### config.mk
export PLATFORM = sky130hd
export DESIGN_NAME = vcpi_front
export DESIGN_NICKNAME = d
export VERILOG_FILES = /design/src/sv/vcpi_pkg.sv /design/src/sv/vcpi_front.sv
export SDC_FILE = /design/constraint.sdc
export NUM_CORES = 1
export LEC_CHECK = 0
export BUFFER_PORTS_ARGS = -buffer_cell sky130_fd_sc_hd__buf_2
export CAP_MARGIN = 20
export CORE_MARGIN = 5
export CORE_UTILIZATION = 43
export DETAILED_ROUTE_END_ITERATION = 12
export PLACE_DENSITY = 0.83
export SLEW_MARGIN = 10
export SYNTH_ARGS = -nofsm -noshare
export SYNTH_HDL_FRONTEND = slang
export SYNTH_SLANG_ARGS = --single-unit
export TNS_END_PERCENT = 30
### constraint.sdc
create_clock -name clock -period 3.49 [get_ports clock]
set_input_delay 0.349 -clock clock [delete_from_list [all_inputs] [get_ports clock]]
set_output_delay 0.349 -clock clock [all_outputs]
set_load 0.005 [all_outputs]
### src/sv/vcpi_pkg.sv
// Shared types and constants for the video chip port interface.
// Used by the front decode stage, the request queue and the execution back end.
package vcpi_pkg;

   localparam int MEM_DEPTH = 16384;
   localparam int MEM_AW    = $clog2(MEM_DEPTH);
   localparam int ADDR_W    = 14;

   localparam int FIFO_AW    = 1;
   localparam int FIFO_DEPTH = 2 ** FIFO_AW;

   // Port operation codes as they arrive on the request channel
   localparam logic [2:0] OP_DATA_WR   = 3'd0;
   localparam logic [2:0] OP_CTRL_WR   = 3'd1;
   localparam logic [2:0] OP_DATA_RD   = 3'd2;
   localparam logic [2:0] OP_STATUS_RD = 3'd3;
   localparam logic [2:0] OP_FRAME_END = 3'd4;

   localparam int CTRL_REG_SEL_BIT = 7;
   localparam int NO_PREFETCH_BIT  = 6;
   localparam int IRQ_ENABLE_BIT   = 5;
   localparam int STATUS_FRAME_BIT = 7;
   localparam logic [7:0] STATUS_CLEAR_MASK = 8'h5F;
   localparam logic [2:0] IRQ_CTRL_REG = 3'd1;

   typedef enum logic [5:0] {
      KIND_NOP       = 6'b000001,
      KIND_DATA_WR   = 6'b000010,
      KIND_CTRL_WR   = 6'b000100,
      KIND_DATA_RD   = 6'b001000,
      KIND_STATUS_RD = 6'b010000,
      KIND_FRAME_END = 6'b100000
   } kind_type;

   typedef struct packed {
      kind_type    kind;
      logic [7:0]  data_byte;
      logic [4:0]  sprite_number;
   } item_type;

   function automatic kind_type decode_op(input logic [2:0] op);
      kind_type k;
      unique case (op)
         OP_DATA_WR:   k = KIND_DATA_WR;
         OP_CTRL_WR:   k = KIND_CTRL_WR;
         OP_DATA_RD:   k = KIND_DATA_RD;
         OP_STATUS_RD: k = KIND_STATUS_RD;
         OP_FRAME_END: k = KIND_FRAME_END;
         default:      k = KIND_NOP;
      endcase
      return k;
   endfunction

endpackage

### src/sv/vcpi_front.sv
// Front stage: accepts port requests, decodes the op code and holds one item.
// Depends on vcpi_pkg.
module vcpi_front
   import vcpi_pkg::*;
(
   input  logic        clock,
   input  logic        reset,
   input  logic        req_valid,
   output logic        req_ready,
   input  logic [2:0]  req_op,
   input  logic [7:0]  req_data_byte,
   input  logic [4:0]  req_sprite_number,
   output logic        push_valid,
   input  logic        push_ready,
   output item_type    push_item
);

   logic     valid_ff, valid_in;
   item_type item_ff, item_in;

   assign req_ready  = !valid_ff || push_ready;
   assign push_valid = valid_ff;
   assign push_item  = item_ff;

   always_comb begin
      valid_in = valid_ff && !push_ready;
      item_in  = item_ff;
      if (req_valid && req_ready) begin
         valid_in               = 1'b1;
         item_in.kind           = decode_op(req_op);
         item_in.data_byte      = req_data_byte;
         item_in.sprite_number  = req_sprite_number;
      end
   end

   always_ff @(posedge clock) begin
      if (reset) begin
         valid_ff <= 1'b0;
      end else begin
         valid_ff <= valid_in;
      end
      item_ff <= item_in;
   end

endmodule

==> results.cfg, run 1 <==
[die]
start_util_pct = 44.62
die_y_um = 49.31
coreArea_um2 = 1489
die_w_um = 49.31
rows = 14
die-area_um2 = 2431
ios = 41

[grt]
track_usage_pct = 9.968
antenna_found_initial = 0
grt_overflow_total = 0
grt_max_degree = 20
grt_pass1_vias = 383
grt_pass1_wl_mm = 1.883

[synth]
synth_top_area_share_pct = 85.88
synth-seq-cells = 20
synth_compound_area_share_pct = 1.883
synthSimpleGateAreaFrac_pct = 8.663
synthXorXnorAreaFrac_pct = 0
synthAdderAreaFrac_pct = 0
synthMuxAreaShare_pct = 0
synth_fp_nets = 50
syn_area_um2 = 664.4
synth_top_family_by_area = simple AND/OR/NAND/NOR gates
synth_warnings = 0
yosysSeqAreaShare_pct = 88.89
ys_top_cells_by_area = edfxtp_1 (86%), nor3b_1 (3.4%), dfxtp_1 (3.0%), nand2b_4 (2.1%), and3b_2 (1.5%)
synth.distinct_cells = 10
yosys.area.top_type = edfxtp_1
netlist_instances = 30
synth.avg_cell_area_um2 = 22.15

[timing]
hold_viol = 0
worst_pin_slew_ns = 0.7897
clock.fmax_mhz = 704.6
final-setup-viol-count = 0
period_share_pct = 40.66
rsz0062_at_grt = false
final_max_slew_viol_count = 0
finalCriticalPeriod_ns = 1.419
finalClockSkew_ns = 0.001578
max_slew_margin_pct = 47.35
finalSetupTns_ns = 0

[drt]
routedWlPerCell_um = 13.39
antenna_left = 0
wl_mm = 1.205
vias = 424
drc_errors = 0
dr.pass1.iters = 3
drt_iter0_drc = 14
vias_per_cell = 4.711

[finish]
n_antenna_cell = 0
area_delta_synth_final_pct = 38.61
layout.nets = 95
layout-drive-gt1-share_pct = 62.16
layout.cells.non_filler = 90

[run]
maxCapViolCount = 0

[clock_tree]
numCtsBuffers = 3
h-tree-depth = 1
insertion_delay_ns = 0.29
post-cts-setup-buffer-count = 0
cts_root_buffer = clkbuf_4
clock-sinks = 20
cts_tree = yes
cts_resized = 0
clockBufferDepth = 2
cts_hold_buffers = 0
cts.reportedPaths.clkPinSlew_ns = 0.10

[place]
dp_cells = 86
gp_congestion = 0.7041
io_buffers = 40

[power_and_ir_drop]
p_sw_share_pct = 19.16
internal_power_mw = 0.3625
clockPowerShare_pct = 28.5
switchingPower_mw = 0.08593
power.density_nw_per_um2 = 487.0
power_leakage_nw = 0.4037
p_comb_share_pct = 8.5
ir_worst_vdd_v = 0.0002975
power_frac_seq_pct = 63.0

[setup_path]
critical_path_class = flop to flop
required_ns = 3.42
start_kind = flop
cp-end-kind = flop
cp_max_fo = 19
worstPathArrival_ns = 1.35

[worst_hold_path]
min_path_type = primary input to flop

[status]
outcome = finished, final reports clean
-- layout make-up --
type,instances,area (um^2)
well taps,16,20.02
clock buffers,4,36.28
inverters,1,3.754
multi-input cells,9,70.07
repair buffers,40,200.2
fillers,112,568.0
flip-flops and latches,20,590.6
-- synthesized netlist by cell type --
master    number
inv_1          1
nor3b_1        3
nand2b_4       1
and2_1         1
o21a_1         1
a21oi_1        1
and3b_2        1
nor3_1         1
dfxtp_1        1
edfxtp_1      19
-- state kept, by name (all words and copies together) (netlist names) --
signal      cells
push_valid      1
push_item      19
-- critical path: stages (launching register included) --
cell and delay [ns]:
dfxtp_1 0.34, nand2b_4 0.07, and2_1 0.64
-- through the flow --
step                total power, mW  instance area (um^2)  hold slack (ns)  util [%]  setup slack, ns
global route                 0.4699                 920.9           0.1867     61.85            1.963
CTS                          0.4542                 920.9           0.1879     61.85            2.028
global placement             0.3259                 884.6           0.4800     59.41            1.952
finish                       0.4484                 920.9           0.1964     61.85            2.071
detailed placement           0.3271                 884.6           0.4875     59.41            1.892
floorplan                    0.2995                 664.4           0.4181         -            2.134
-- cells in the final DEF, fill, tap and decap left out --
cell type / count
and2_1: 1
dfxtp_1: 1
a21oi_1: 1
edfxtp_1: 19
clkbuf_4: 3
buf_2: 40
nor3b_1: 3
and3b_2: 1
o21a_1: 1
clkbuf_8: 1
nand2b_4: 1
nor3_1: 1
inv_1: 1
-- power by group through the flow --
| stage | logic [mW] | registers, mW | clock network, mW |
|---|---|---|---|
| 6_report | 0.0382 | 0.283 | 0.128 |
| 2_1_floorplan | 0.00857 | 0.291 | 0 |
| 3_5_place_dp | 0.0392 | 0.288 | 0 |
| 5_1_grt | 0.0423 | 0.284 | 0.143 |
| 4_1_cts | 0.0393 | 0.283 | 0.132 |
| 3_3_place_gp | 0.0376 | 0.288 | 0 |
-- cell families after synthesis --
logic type | Yosys count
flops | 20
simple gates | 7
compound gates | 2
buf+inv | 1
-- routing by layer --
metal,global-route usage (%),share of wire [%],vias up
li1,-,-,203
met1,14.00,42,188
met2,13.73,41,33
met3,4.587,17,0
met4,2.691,0,0
met5,0,0,-
-- worst paths after layout --
check,end,cells after the start,startpoint,slack [ns]
worst max-delay path,push_item[10],2,push_valid,2.07
worst min-delay path,push_valid,2,reset,0.20
worst max register to register,push_item[10],2,push_valid,2.07
worst min register to register,push_valid,2,push_valid,0.50
(Power assumes the default switching activity.)
==> run 2, diff against run 1 <==
Settings changed: CORE_UTILIZATION 43 to 40, PLACE_DENSITY 0.83 to 0.78.
Clock period 3.49 ns to 1.45 ns, I/O delays scaled along.
==> results.cfg, run 2 (synthesis results as in run 1) <==
[clock_tree]
numCtsBuffers = 3
insertion_delay_ns = 0.28
cts_tree = yes
clockBufferDepth = 2
cts.reportedPaths.clkPinSlew_ns = 0.10
h-tree-depth = 1
cts_root_buffer = clkbuf_4
post-cts-setup-buffer-count = 0
clock-sinks = 20

[drt]
drt_iter0_drc = 3
dr.pass1.iters = 2
met1_length_um = 427
wl_mm = 1.137
routedWlPerCell_um = 12.36
vias_per_cell = 4.554
met2_length_um = 562
drc_errors = 0
dr_wl_met3_um = 147
top_layer_used = met3
antenna_left = 0
vias = 419

[power_and_ir_drop]
internal_power_mw = 0.8298
clockPowerShare_pct = 24.5
power_frac_seq_pct = 66.2
power.density_nw_per_um2 = 1106
finalPower_mw = 1.026
p_sw_share_pct = 19.15
power_leakage_nw = 0.4068
p_comb_share_pct = 9.3
switchingPower_mw = 0.1966
ir_worst_vdd_v = 0.0007153

[finish]
final_cell_mix = buf_2 (40), edfxtp_1 (19), nor3b_1 (3), clkbuf_4 (3)
layout_commonest_cell = buf_2
final_util_pct = 60.23
n_antenna_cell = 0
fill_cells = 124
layout-drive-gt1-share_pct = 60.53
largest_reg_flops = 19
area_delta_synth_final_pct = 39.74
layout.nets = 97

[die]
die_w_um = 50.76
die_y_um = 50.76
rows = 14
ios = 41
start_util_pct = 43.10
die-area_um2 = 2576
coreArea_um2 = 1541

[setup_path]
required_ns = 1.43
cp-end-kind = flop
cp_max_fo = 19
worstPathArrival_ns = 1.06
start_kind = flop
critical_path_class = flop to flop

[worst_hold_path]
min_path_type = primary input to flop

[grt]
grt_max_degree = 20
grt_pass1_vias = 424
track_usage_pct = 9.779
grt_pass1_wl_mm = 1.876
grt_overflow_total = 0
antenna_found_initial = 0

[timing]
rsz0062_at_grt = false
period_share_pct = 74.40
finalSetupTns_ns = 0
final_max_slew_viol_count = 0
clock.fmax_mhz = 927.0
finalCriticalPeriod_ns = 1.079
finalClockSkew_ns = 0.006895
hold_viol = 0
final-setup-viol-count = 0
holdWs_ns = 0.02719
max_slew_margin_pct = 84.45
worst_slack_ns = 0.3712
worst_pin_slew_ns = 0.2332

[place]
gp_congestion = 0.6435
post-place-ws_ns = 0.3680
io_buffers = 40

[run]
maxCapViolCount = 0

[status]
outcome = finished, final reports clean
==> run 2: changes by cell type in the layout (fill, tap and decap cells not counted), sizes merged <==
cell,change
buf,+1
dlygate4sd3,+1
==> run 2: cell type report <==
cell class	count	area, um^2	area share (%)
Multi-Input combinational cell	9	70.07	7.547
Sequential cell	20	590.6	63.61
Inverter	1	3.754	0.4043
Clock buffer	4	26.28	2.830
Tap cell	16	20.02	2.156
Timing Repair Buffer	42	217.7	23.45
==> run 2: power by group through the flow <==
| stage | logic [mW] | clock network [mW] | registers [mW] |
|---|---|---|---|
| 2_1_floorplan | 0.0206 | 0 | 0.700 |
| 3_3_place_gp | 0.0934 | 0 | 0.693 |
| 3_5_place_dp | 0.0957 | 0 | 0.693 |
| 4_1_cts | 0.0979 | 0.266 | 0.680 |
| 5_1_grt | 0.106 | 0.298 | 0.684 |
| 6_report | 0.0954 | 0.252 | 0.679 |
==> run 2: critical path, cell delays in order, from the launching register on <==
cell      delay, ns
dfxtp_1        0.34
nand2b_4       0.07
and2_1         0.11
buf_4          0.24
==> run 2: final timing paths <==
check | start | end | slack (ns) | cells past startpoint
setup reg to reg | push_valid | push_item[4] | 0.37 | 3
hold / removal | req_sprite_number[1] | push_item[1] | 0.03 | 1
hold reg to reg | push_valid | push_valid | 0.50 | 2
setup / recovery | push_valid | push_item[4] | 0.37 | 3
==> run 2: per-stage QoR <==
stage                     instance area, um^2  cells
after global placement                  892.1     87
final                                   928.4     92
after global routing                    928.4     92
after CTS                               928.4     92
after floorplan                         664.4     30
after detailed placement                892.1     87
==> run 2: per-layer routing <==
metal | global-route usage, % | up-vias
met5 | 0 | -
met4 | 3.830 | 0
met3 | 5.030 | 0
met2 | 17.15 | 25
met1 | 9.597 | 186
li1 | - | 208
==> run 2: what timing repair did <==
item,CTS,global route
endpoints found under the hold margin,1,0
hold buffers,1,0
resized for setup,0,0
