File: config.mk
export PLATFORM = sky130hd
export DESIGN_NAME = vcpi_fifo
export DESIGN_NICKNAME = d
export VERILOG_FILES = /design/src/sv/vcpi_pkg.sv /design/src/sv/vcpi_fifo.sv
export SDC_FILE = /design/constraint.sdc
export NUM_CORES = 1
export LEC_CHECK = 0
export BUFFER_PORTS_ARGS = -buffer_cell sky130_fd_sc_hd__buf_2
export CAP_MARGIN = 25
export CORE_UTILIZATION = 45
export CTS_CLUSTER_SIZE = 40
export DETAILED_ROUTE_END_ITERATION = 8
export HOLD_SLACK_MARGIN = 0.1
export PLACE_DENSITY = 0.71
export SLEW_MARGIN = 20
export SYNTH_ARGS = -nofsm -noshare
export SYNTH_HDL_FRONTEND = slang
export SYNTH_SLANG_ARGS = --single-unit
File: constraint.sdc
create_clock -name clock -period 1.7 [get_ports clock]
set_clock_uncertainty 0.1 [all_clocks]
set_input_delay 0.34 -clock clock [delete_from_list [all_inputs] [get_ports clock]]
set_output_delay 0.34 -clock clock [all_outputs]
set_load 0.02 [all_outputs]
File: src/sv/vcpi_pkg.sv
// Shared types and constants for the video chip port interface.
// Used by the front decode stage, the request queue and the execution back end.
package vcpi_pkg;

   localparam int MEM_DEPTH = 16384;
   localparam int MEM_AW    = $clog2(MEM_DEPTH);
   localparam int ADDR_W    = 14;

   localparam int FIFO_AW    = 1;
   localparam int FIFO_DEPTH = 2 ** FIFO_AW;

   // Port operation codes as they arrive on the request channel
   localparam logic [2:0] OP_DATA_WR   = 3'd0;
   localparam logic [2:0] OP_CTRL_WR   = 3'd1;
   localparam logic [2:0] OP_DATA_RD   = 3'd2;
   localparam logic [2:0] OP_STATUS_RD = 3'd3;
   localparam logic [2:0] OP_FRAME_END = 3'd4;

   localparam int CTRL_REG_SEL_BIT = 7;
   localparam int NO_PREFETCH_BIT  = 6;
   localparam int IRQ_ENABLE_BIT   = 5;
   localparam int STATUS_FRAME_BIT = 7;
   localparam logic [7:0] STATUS_CLEAR_MASK = 8'h5F;
   localparam logic [2:0] IRQ_CTRL_REG = 3'd1;

   typedef enum logic [5:0] {
      KIND_NOP       = 6'b000001,
      KIND_DATA_WR   = 6'b000010,
      KIND_CTRL_WR   = 6'b000100,
      KIND_DATA_RD   = 6'b001000,
      KIND_STATUS_RD = 6'b010000,
      KIND_FRAME_END = 6'b100000
   } kind_type;

   typedef struct packed {
      kind_type    kind;
      logic [7:0]  data_byte;
      logic [4:0]  sprite_number;
   } item_type;

   function automatic kind_type decode_op(input logic [2:0] op);
      kind_type k;
      unique case (op)
         OP_DATA_WR:   k = KIND_DATA_WR;
         OP_CTRL_WR:   k = KIND_CTRL_WR;
         OP_DATA_RD:   k = KIND_DATA_RD;
         OP_STATUS_RD: k = KIND_STATUS_RD;
         OP_FRAME_END: k = KIND_FRAME_END;
         default:      k = KIND_NOP;
      endcase
      return k;
   endfunction

endpackage

File: src/sv/vcpi_fifo.sv
// Short request queue between the decode front and the execution back end.
// Depends on vcpi_pkg.
module vcpi_fifo
   import vcpi_pkg::*;
(
   input  logic     clock,
   input  logic     reset,
   input  logic     push_valid,
   output logic     push_ready,
   input  item_type push_item,
   output logic     pop_valid,
   input  logic     pop_ready,
   output item_type pop_item
);

   item_type             entry_ff [FIFO_DEPTH];
   logic [FIFO_AW-1:0]   wr_ptr_ff, wr_ptr_in;
   logic [FIFO_AW-1:0]   rd_ptr_ff, rd_ptr_in;
   logic [FIFO_AW:0]     count_ff, count_in;
   logic                 do_push, do_pop;

   assign push_ready = (count_ff != (FIFO_AW+1)'(FIFO_DEPTH));
   assign pop_valid  = (count_ff != '0);
   assign pop_item   = entry_ff[rd_ptr_ff];
   assign do_push    = push_valid && push_ready;
   assign do_pop     = pop_valid && pop_ready;

   always_comb begin
      wr_ptr_in = do_push ? wr_ptr_ff + 1'b1 : wr_ptr_ff;
      rd_ptr_in = do_pop  ? rd_ptr_ff + 1'b1 : rd_ptr_ff;
      count_in  = count_ff;
      if (do_push && !do_pop) begin
         count_in = count_ff + 1'b1;
      end else if (do_pop && !do_push) begin
         count_in = count_ff - 1'b1;
      end
   end

   always_ff @(posedge clock) begin
      if (reset) begin
         wr_ptr_ff <= '0;
         rd_ptr_ff <= '0;
         count_ff  <= '0;
      end else begin
         wr_ptr_ff <= wr_ptr_in;
         rd_ptr_ff <= rd_ptr_in;
         count_ff  <= count_in;
      end
      if (do_push) begin
         entry_ff[wr_ptr_ff] <= push_item;
      end
   end

endmodule

==> flow_metrics.env, run 1 <==
export IMPL_fin_area_um2=2440
export IMPL_setup_ws_ns=-0.114
export IMPL_rsz0062_at_grt="true"
export IMPL_relSlewSlack_pct=77.8
export IMPL_die_w_um=61.4
export IMPL_synth_xor_area_share_pct=1.65
export IMPL_fill_cells=233
export IMPL_yosys_warnings=0
export IMPL_vias_per_cell=4.81
export IMPL_crit_chain="clkbuf_16 > mux2_4 > buf_6"
export IMPL_dp_hpwl_um=1730
export IMPL_netlist_area_um2=1590
export IMPL_worstPathMaxFanout=5
export IMPL_pin_count=44
export IMPL_start_kind="register"
export IMPL_htree_levels=2
export IMPL_drt_wl_total_um=3080
export IMPL_cts_root_buf="clkbuf_4"
export IMPL_synth_top_family_by_area="multiplexers"
export IMPL_drt_iter0_drc=10
export IMPL_via_count=987
export IMPL_worst_path_max_delay_cell="dfxtp_4"
export IMPL_post_route_period_util_pct=107
export IMPL_grt_pass1_vias=915
export IMPL_peakVddDrop_mv=0.788
export IMPL_report_final_slew_viol_count=0
export IMPL_hp_class="in -> reg"
export IMPL_slowest_delay_ns=0.43
export IMPL_cts_reportedPaths_clkPinSlew_ns=0.13
export IMPL_core_rowCount=21
export IMPL_syn_num_nets=107
export IMPL_clock_latency_ns=0.35
export IMPL_dr_pass1_iters=4
export IMPL_end_kind="primary output"
export IMPL_final_layout_size_suffix_gt1_share_pct=53.5
export IMPL_period_needed_ns=1.81
export IMPL_cts_buffer_depth=2
export IMPL_synth_simple_gate_area_share_pct=3.15
export IMPL_die_h_um=61.4
export IMPL_diodes=0
export IMPL_cts_sinks=43
export IMPL_cts_tree="built"
export IMPL_ys_ff_latch=43
export IMPL_worstMarginPinSlew_ns=0.332
export IMPL_synthCells=83
export IMPL_syn2layout_area_growth_pct=53.7
export IMPL_dieArea_um2=3780
export IMPL_place_congestion=0.754
export IMPL_p_leak_nw=0.976
export IMPL_finalHoldViolCount=0
export IMPL_drcViolationCount=0
export IMPL_port_buffers=43
export IMPL_worstPathArrival_ns=1.37
export IMPL_grt_max_degree=20
export IMPL_antenna_found_initial=0
export IMPL_core_region_area_um2=3360
export IMPL_routedWlPerCell_um=15.0
export IMPL_place_area_um2=1910
export IMPL_synth_distinct_cells=18
export IMPL_grt_overflow=0
export IMPL_synthMuxAreaShare_pct=13.5
export IMPL_violations="setup timing"
export IMPL_synth_compound_area_share_pct=1.89
export IMPL_run_status="finished with violations"
export IMPL_fin_nets=182
export IMPL_max_freq_ghz=0.551
export IMPL_finalSetupViolations=19
export IMPL_crit_buf_inv=2
export IMPL_drv_cap=0
export IMPL_seqCellArea_um2=1250
export IMPL_path_delay_family="flip-flops"
export IMPL_grt_use_total_pct=15.3
export IMPL_setup_tns_ns=-1.92
export IMPL_multi_input_comb_area_um2=430
export IMPL_cts_buffers=5
export IMPL_required_ns=1.26
export IMPL_p_per_area_nw_per_um2=1360
export IMPL_seq_area_frac_synth_pct=78.0
export IMPL_syn_avg_cell_area_um2=19.2
export IMPL_synthAdderAreaFrac_pct=0.787
export IMPL_initial_core_util_pct=47.3
export IMPL_critPathKind="reg -> out"
export IMPL_drtAntennaViolNets=0
export IMPL_grt_pass1_wl_um=3980
-- through the flow --
step / hold WS (ns) / power, mW / setup WS, ns / util [%] / std cells
2_1_floorplan: 0.309 / 2.05 / 0.0812 / - / 83
3_3_place_gp: 0.401 / 2.32 / 0.109 / 56.7 / 175
3_5_place_dp: 0.403 / 2.35 / -0.00774 / 56.7 / 175
4_1_cts: 0.211 / 2.88 / -0.120 / 64.7 / 203
5_1_grt: 0.229 / 3.49 / -0.160 / 72.7 / 205
6_report: 0.236 / 3.32 / -0.114 / 72.7 / 205
-- state kept, by name, summed over array words and instances (netlist names), named ones only --
register	flops
count_ff	2
entry_ff	38
rd_ptr_ff	1
wr_ptr_ff	1
-- cell usage after synthesis, drive strengths merged --
cell / n / share of area [%]
xor2: 3 / 1.7
a21bo: 1 / 0.63
ha: 1 / 0.79
or3: 1 / 0.39
o21ai: 2 / 0.63
buf: 2 / 0.79
and3: 1 / 0.39
dfxtp: 5 / 6.3
mux2: 19 / 13
a21oi: 2 / 0.63
edfxtp: 38 / 72
inv: 1 / 0.24
nor2: 3 / 0.71
nand3b: 1 / 0.47
and2: 1 / 0.39
or2: 1 / 0.39
nand2b: 1 / 0.39
-- cell usage in the layout, fill, tap and decap left out, types with 2 or more instances in the layout --
cell type	n
clkbuf_16	2
dlygate4sd3_1	20
dfxtp_1	2
buf_8	2
edfxtp_1	38
buf_6	19
xor2_1	3
mux2_4	19
dfxtp_4	2
clkbuf_4	5
buf_2	24
nor2_1	3
buf_4	2
-- worst reg2reg max path: cells and delay by family (launching register included) --
kind / cells / cell delay (ns)
AO/OA/AOI/OAI: 1 / 0.13
XOR/XNOR: 1 / 0.14
adder cells (fa/ha/maj): 1 / 0.15
flip-flops: 1 / 0.38
AND/OR/NAND/NOR: 3 / 0.66
-- cell type report --
type | count | area share (%)
sequential | 43 | 51.1
timing repair buffer | 70 | 26.6
multi-input combinational | 37 | 17.6
tap | 46 | 2.35
clock buffer | 6 | 1.69
clock inverter | 2 | 0.512
inverter | 1 | 0.154
-- report_power, final --
group          internal [mW]  total (mW)  switching [mW]
logic                  0.803        1.43           0.622
registers               1.34        1.43          0.0876
clock network          0.160       0.469           0.309
total                   2.30        3.32            1.02
-- worst paths after layout --
path	start	endpoint	slack, ns	depth (start not counted)
max	register	pop_item[2]	-0.11	3
min	push_valid	wr_ptr_ff$_SDFFE_PP0P_	0.24	3
max reg2reg	count_ff[0]$_SDFFE_PP0P_	count_ff[1]$_SDFFE_PP0P_	0.07	6
min reg2reg	rd_ptr_ff$_SDFFE_PP0P_	rd_ptr_ff$_SDFFE_PP0P_	0.44	2
-- logic make-up (layout without fill, tap and decap cells) --
group	Yosys count	after routing
mux	19	19
buf+inv	3	79
compound gates	5	5
xor+xnor	3	3
fa+ha+maj	1	1
simple gates	9	9
flops	43	43
-- layer usage --
metal | part of all wire (%) | wire length, µm | GRT usage, %
met3 | 5.4 | 167 | 5.25
met2 | 55 | 1700 | 25.9
met5 | 0 | 0 | 0
met4 | 1.4 | 44 | 5.71
met1 | 38 | 1170 | 18.1
-- repair_timing --
| action | 4_1_cts | 5_1_grt |
|---|---|---|
| pin swaps | 0 | 0 |
| endpoints found under the hold margin | 43 | 0 |
| cloned | 0 | 2 |
| hold buffers | 20 | 0 |
| gates resized for setup | 6 | 64 |
| setup buffers | 0 | 0 |
| setup endpoints to repair | 20 | 20 |
Power figures use the tool's default switching activity.
==> inputs of run 2 (changes only) <==
--- a/config.mk
+++ b/config.mk
@@ -8,6 +8,7 @@
 export BUFFER_PORTS_ARGS = -buffer_cell sky130_fd_sc_hd__buf_2
 export CAP_MARGIN = 25
 export CORE_UTILIZATION = 45
+export CTS_BUF_LIST = sky130_fd_sc_hd__clkbuf_8 sky130_fd_sc_hd__clkbuf_16
 export CTS_CLUSTER_SIZE = 40
 export DETAILED_ROUTE_END_ITERATION = 8
 export HOLD_SLACK_MARGIN = 0.1
==> run 2 against run 1 <==
The flow still finishes with violations (setup timing). Combinational power fell by 7%. Die area did not move. Hold slack got worse by 0.10 ns. Global-route usage rose by 0.79 points. Setup slack improved by 0.10 ns. Via count fell by 9.1%. Flip-flop and latch count did not move. Cell count fell by 9.8%. First-iteration DRC count rose to 3.3 times the previous value.
==> flow_metrics.env, run 2 (synthesized netlist as in run 1, its figures left out) <==
export IMPL_post_cts_setup_buffer_count=0
export IMPL_drt_iter0_drc=33
export IMPL_die_w_um=61.4
export IMPL_start_kind="register"
export IMPL_cts_root_buf="clkbuf_8"
export IMPL_cts_sinks=43
export IMPL_syn2layout_area_growth_pct=41.0
export IMPL_clock_latency_ns=0.29
export IMPL_dr_pass1_iters=3
export IMPL_finalSetupViolations=13
export IMPL_met1_usage_pct=18.9
export IMPL_globalRouteMet3Util_pct=6.51
export IMPL_final_cell_mix="38 x edfxtp_1, 24 x buf_2, 22 x buf_6, 19 x mux2_4, 5 x clkbuf_8"
export IMPL_setup_tns_ns=-0.0892
export IMPL_dieArea_um2=3780
export IMPL_pin_count=44
export IMPL_violations="setup timing"
export IMPL_via_count=897
export IMPL_critPathKind="reg -> out"
export IMPL_final_layout_size_suffix_gt1_share_pct=61.2
export IMPL_drv_cap=0
export IMPL_crit_buf_inv=2
export IMPL_largest_reg_flops=38
export IMPL_slowest_delay_ns=0.39
export IMPL_cts_buffer_depth=2
export IMPL_mostFrequentLayoutCell="edfxtp_1"
export IMPL_grt_pass1_wl_um=4040
export IMPL_worst_path_max_delay_cell="dfxtp_4"
export IMPL_drt_wl_total_um=2770
export IMPL_peakVddDrop_mv=0.801
export IMPL_path_delay_family="flip-flops"
export IMPL_end_kind="primary output"
export IMPL_grt_pass1_vias=870
export IMPL_period_needed_ns=1.71
export IMPL_p_comb_share_pct=39.7
export IMPL_pwr_share_clk_pct=18.2
export IMPL_worstMarginPinSlew_ns=0.341
export IMPL_port_buffers=43
export IMPL_initial_core_util_pct=47.3
export IMPL_relSlewSlack_pct=77.1
export IMPL_drcViolationCount=0
export IMPL_setup_ws_ns=-0.0111
export IMPL_use_met2_pct=25.9
export IMPL_p_per_area_nw_per_um2=1500
export IMPL_place_congestion=0.754
export IMPL_switching_power_mw=1.02
export IMPL_core_region_area_um2=3360
export IMPL_cts_reportedPaths_clkPinSlew_ns=0.08
export IMPL_p_leak_nw=0.899
export IMPL_max_freq_ghz=0.584
export IMPL_hp_class="in -> reg"
export IMPL_grt_use_total_pct=16.1
export IMPL_diodes=0
export IMPL_drtAntennaViolNets=0
export IMPL_worstPathMaxFanout=5
export IMPL_finalHoldViolCount=0
export IMPL_busiest_layer="met2"
export IMPL_core_rowCount=21
export IMPL_top_regs="entry_ff x38, count_ff x2"
export IMPL_htree_levels=2
export IMPL_rsz0062_at_grt="true"
export IMPL_cts_buffers=5
export IMPL_run_status="finished with violations"
export IMPL_power_share_switching_pct=30.3
export IMPL_cts_tree="built"
export IMPL_fin_nets=162
export IMPL_die_h_um=61.4
export IMPL_grt_overflow=0
export IMPL_crit_chain="buf_8 > mux2_4 > buf_6"
export IMPL_routedWlPerCell_um=15.0
export IMPL_seqPwrFrac_pct=42.1
export IMPL_worstPathArrival_ns=1.27
export IMPL_report_final_slew_viol_count=0
export IMPL_internal_power_mw=2.34
export IMPL_largest_register="entry_ff"
export IMPL_dp_hpwl_um=1730
export IMPL_required_ns=1.26
export IMPL_grt_max_degree=20
export IMPL_vias_per_cell=4.85
export IMPL_post_route_period_util_pct=101
export IMPL_place_ws_ns=-0.00774
export IMPL_antenna_found_initial=0
[run 2: final timing paths]
path / depth (start not counted) / start / slack, ns / end
setup / recovery: 3 / register / -0.01 / pop_item[10]
hold / removal: 1 / push_item[8] / 0.13 / entry_ff[1][8]$_DFFE_PP_
setup reg to reg: 6 / count_ff[0]$_SDFFE_PP0P_ / 0.09 / count_ff[1]$_SDFFE_PP0P_
hold reg to reg: 2 / rd_ptr_ff$_SDFFE_PP0P_ / 0.42 / rd_ptr_ff$_SDFFE_PP0P_
[run 2: metal layers]
layer	part of all wire (%)	vias to the layer above
met4	1.5	0
met1	41	439
li1	-	426
met3	5.8	4
met2	51	28
met5	0	-
[run 2: power by group through the flow]
stage          Combinational, mW  Clock [mW]  Sequential [mW]
5_1_grt                     1.43       0.656             1.44
3_5_place_dp               0.941           0             1.41
2_1_floorplan              0.654           0             1.39
3_3_place_gp               0.922           0             1.40
6_report                    1.33       0.611             1.42
4_1_cts                     1.28       0.618             1.42
[run 2: worst reg2reg max path, delay by kind of cell (launching register included)]
| kind | cells | cell delay (ns) |
|---|---|---|
| AO/OA/AOI/OAI | 1 | 0.13 |
| AND/OR/NAND/NOR | 3 | 0.66 |
| XOR/XNOR | 1 | 0.14 |
| flip-flops | 1 | 0.36 |
| adder cells (fa/ha/maj) | 1 | 0.15 |
[run 2: final cells by class]
type | count | area (µm²)
flip-flops and latches | 43 | 1250
fillers | 259 | 1120
multi-input cells | 37 | 430
repair buffers | 50 | 418
clock buffers | 5 | 68.8
well taps | 46 | 57.6
clock inverters | 3 | 16.3
inverters | 1 | 3.75
[run 2: timing repair]
action                     in CTS  in global routing
gates resized for setup        63                  9
setup endpoints to repair      20                 20
cloned                          2                  0
hold buffers                    0                  0
[run 2: per-stage QoR]
| step | util (%) | instances | area, µm² | total power [mW] | hold slack (ns) |
|---|---|---|---|---|---|
| after detailed placement | 56.7 | 175 | 1910 | 2.35 | 0.403 |
| after floorplan | - | 83 | 1600 | 2.05 | 0.309 |
| after global placement | 56.7 | 175 | 1910 | 2.32 | 0.401 |
| after CTS | 65.5 | 185 | 2200 | 3.31 | 0.130 |
| after global routing | 66.7 | 185 | 2240 | 3.52 | 0.123 |
| final | 66.7 | 185 | 2240 | 3.36 | 0.132 |
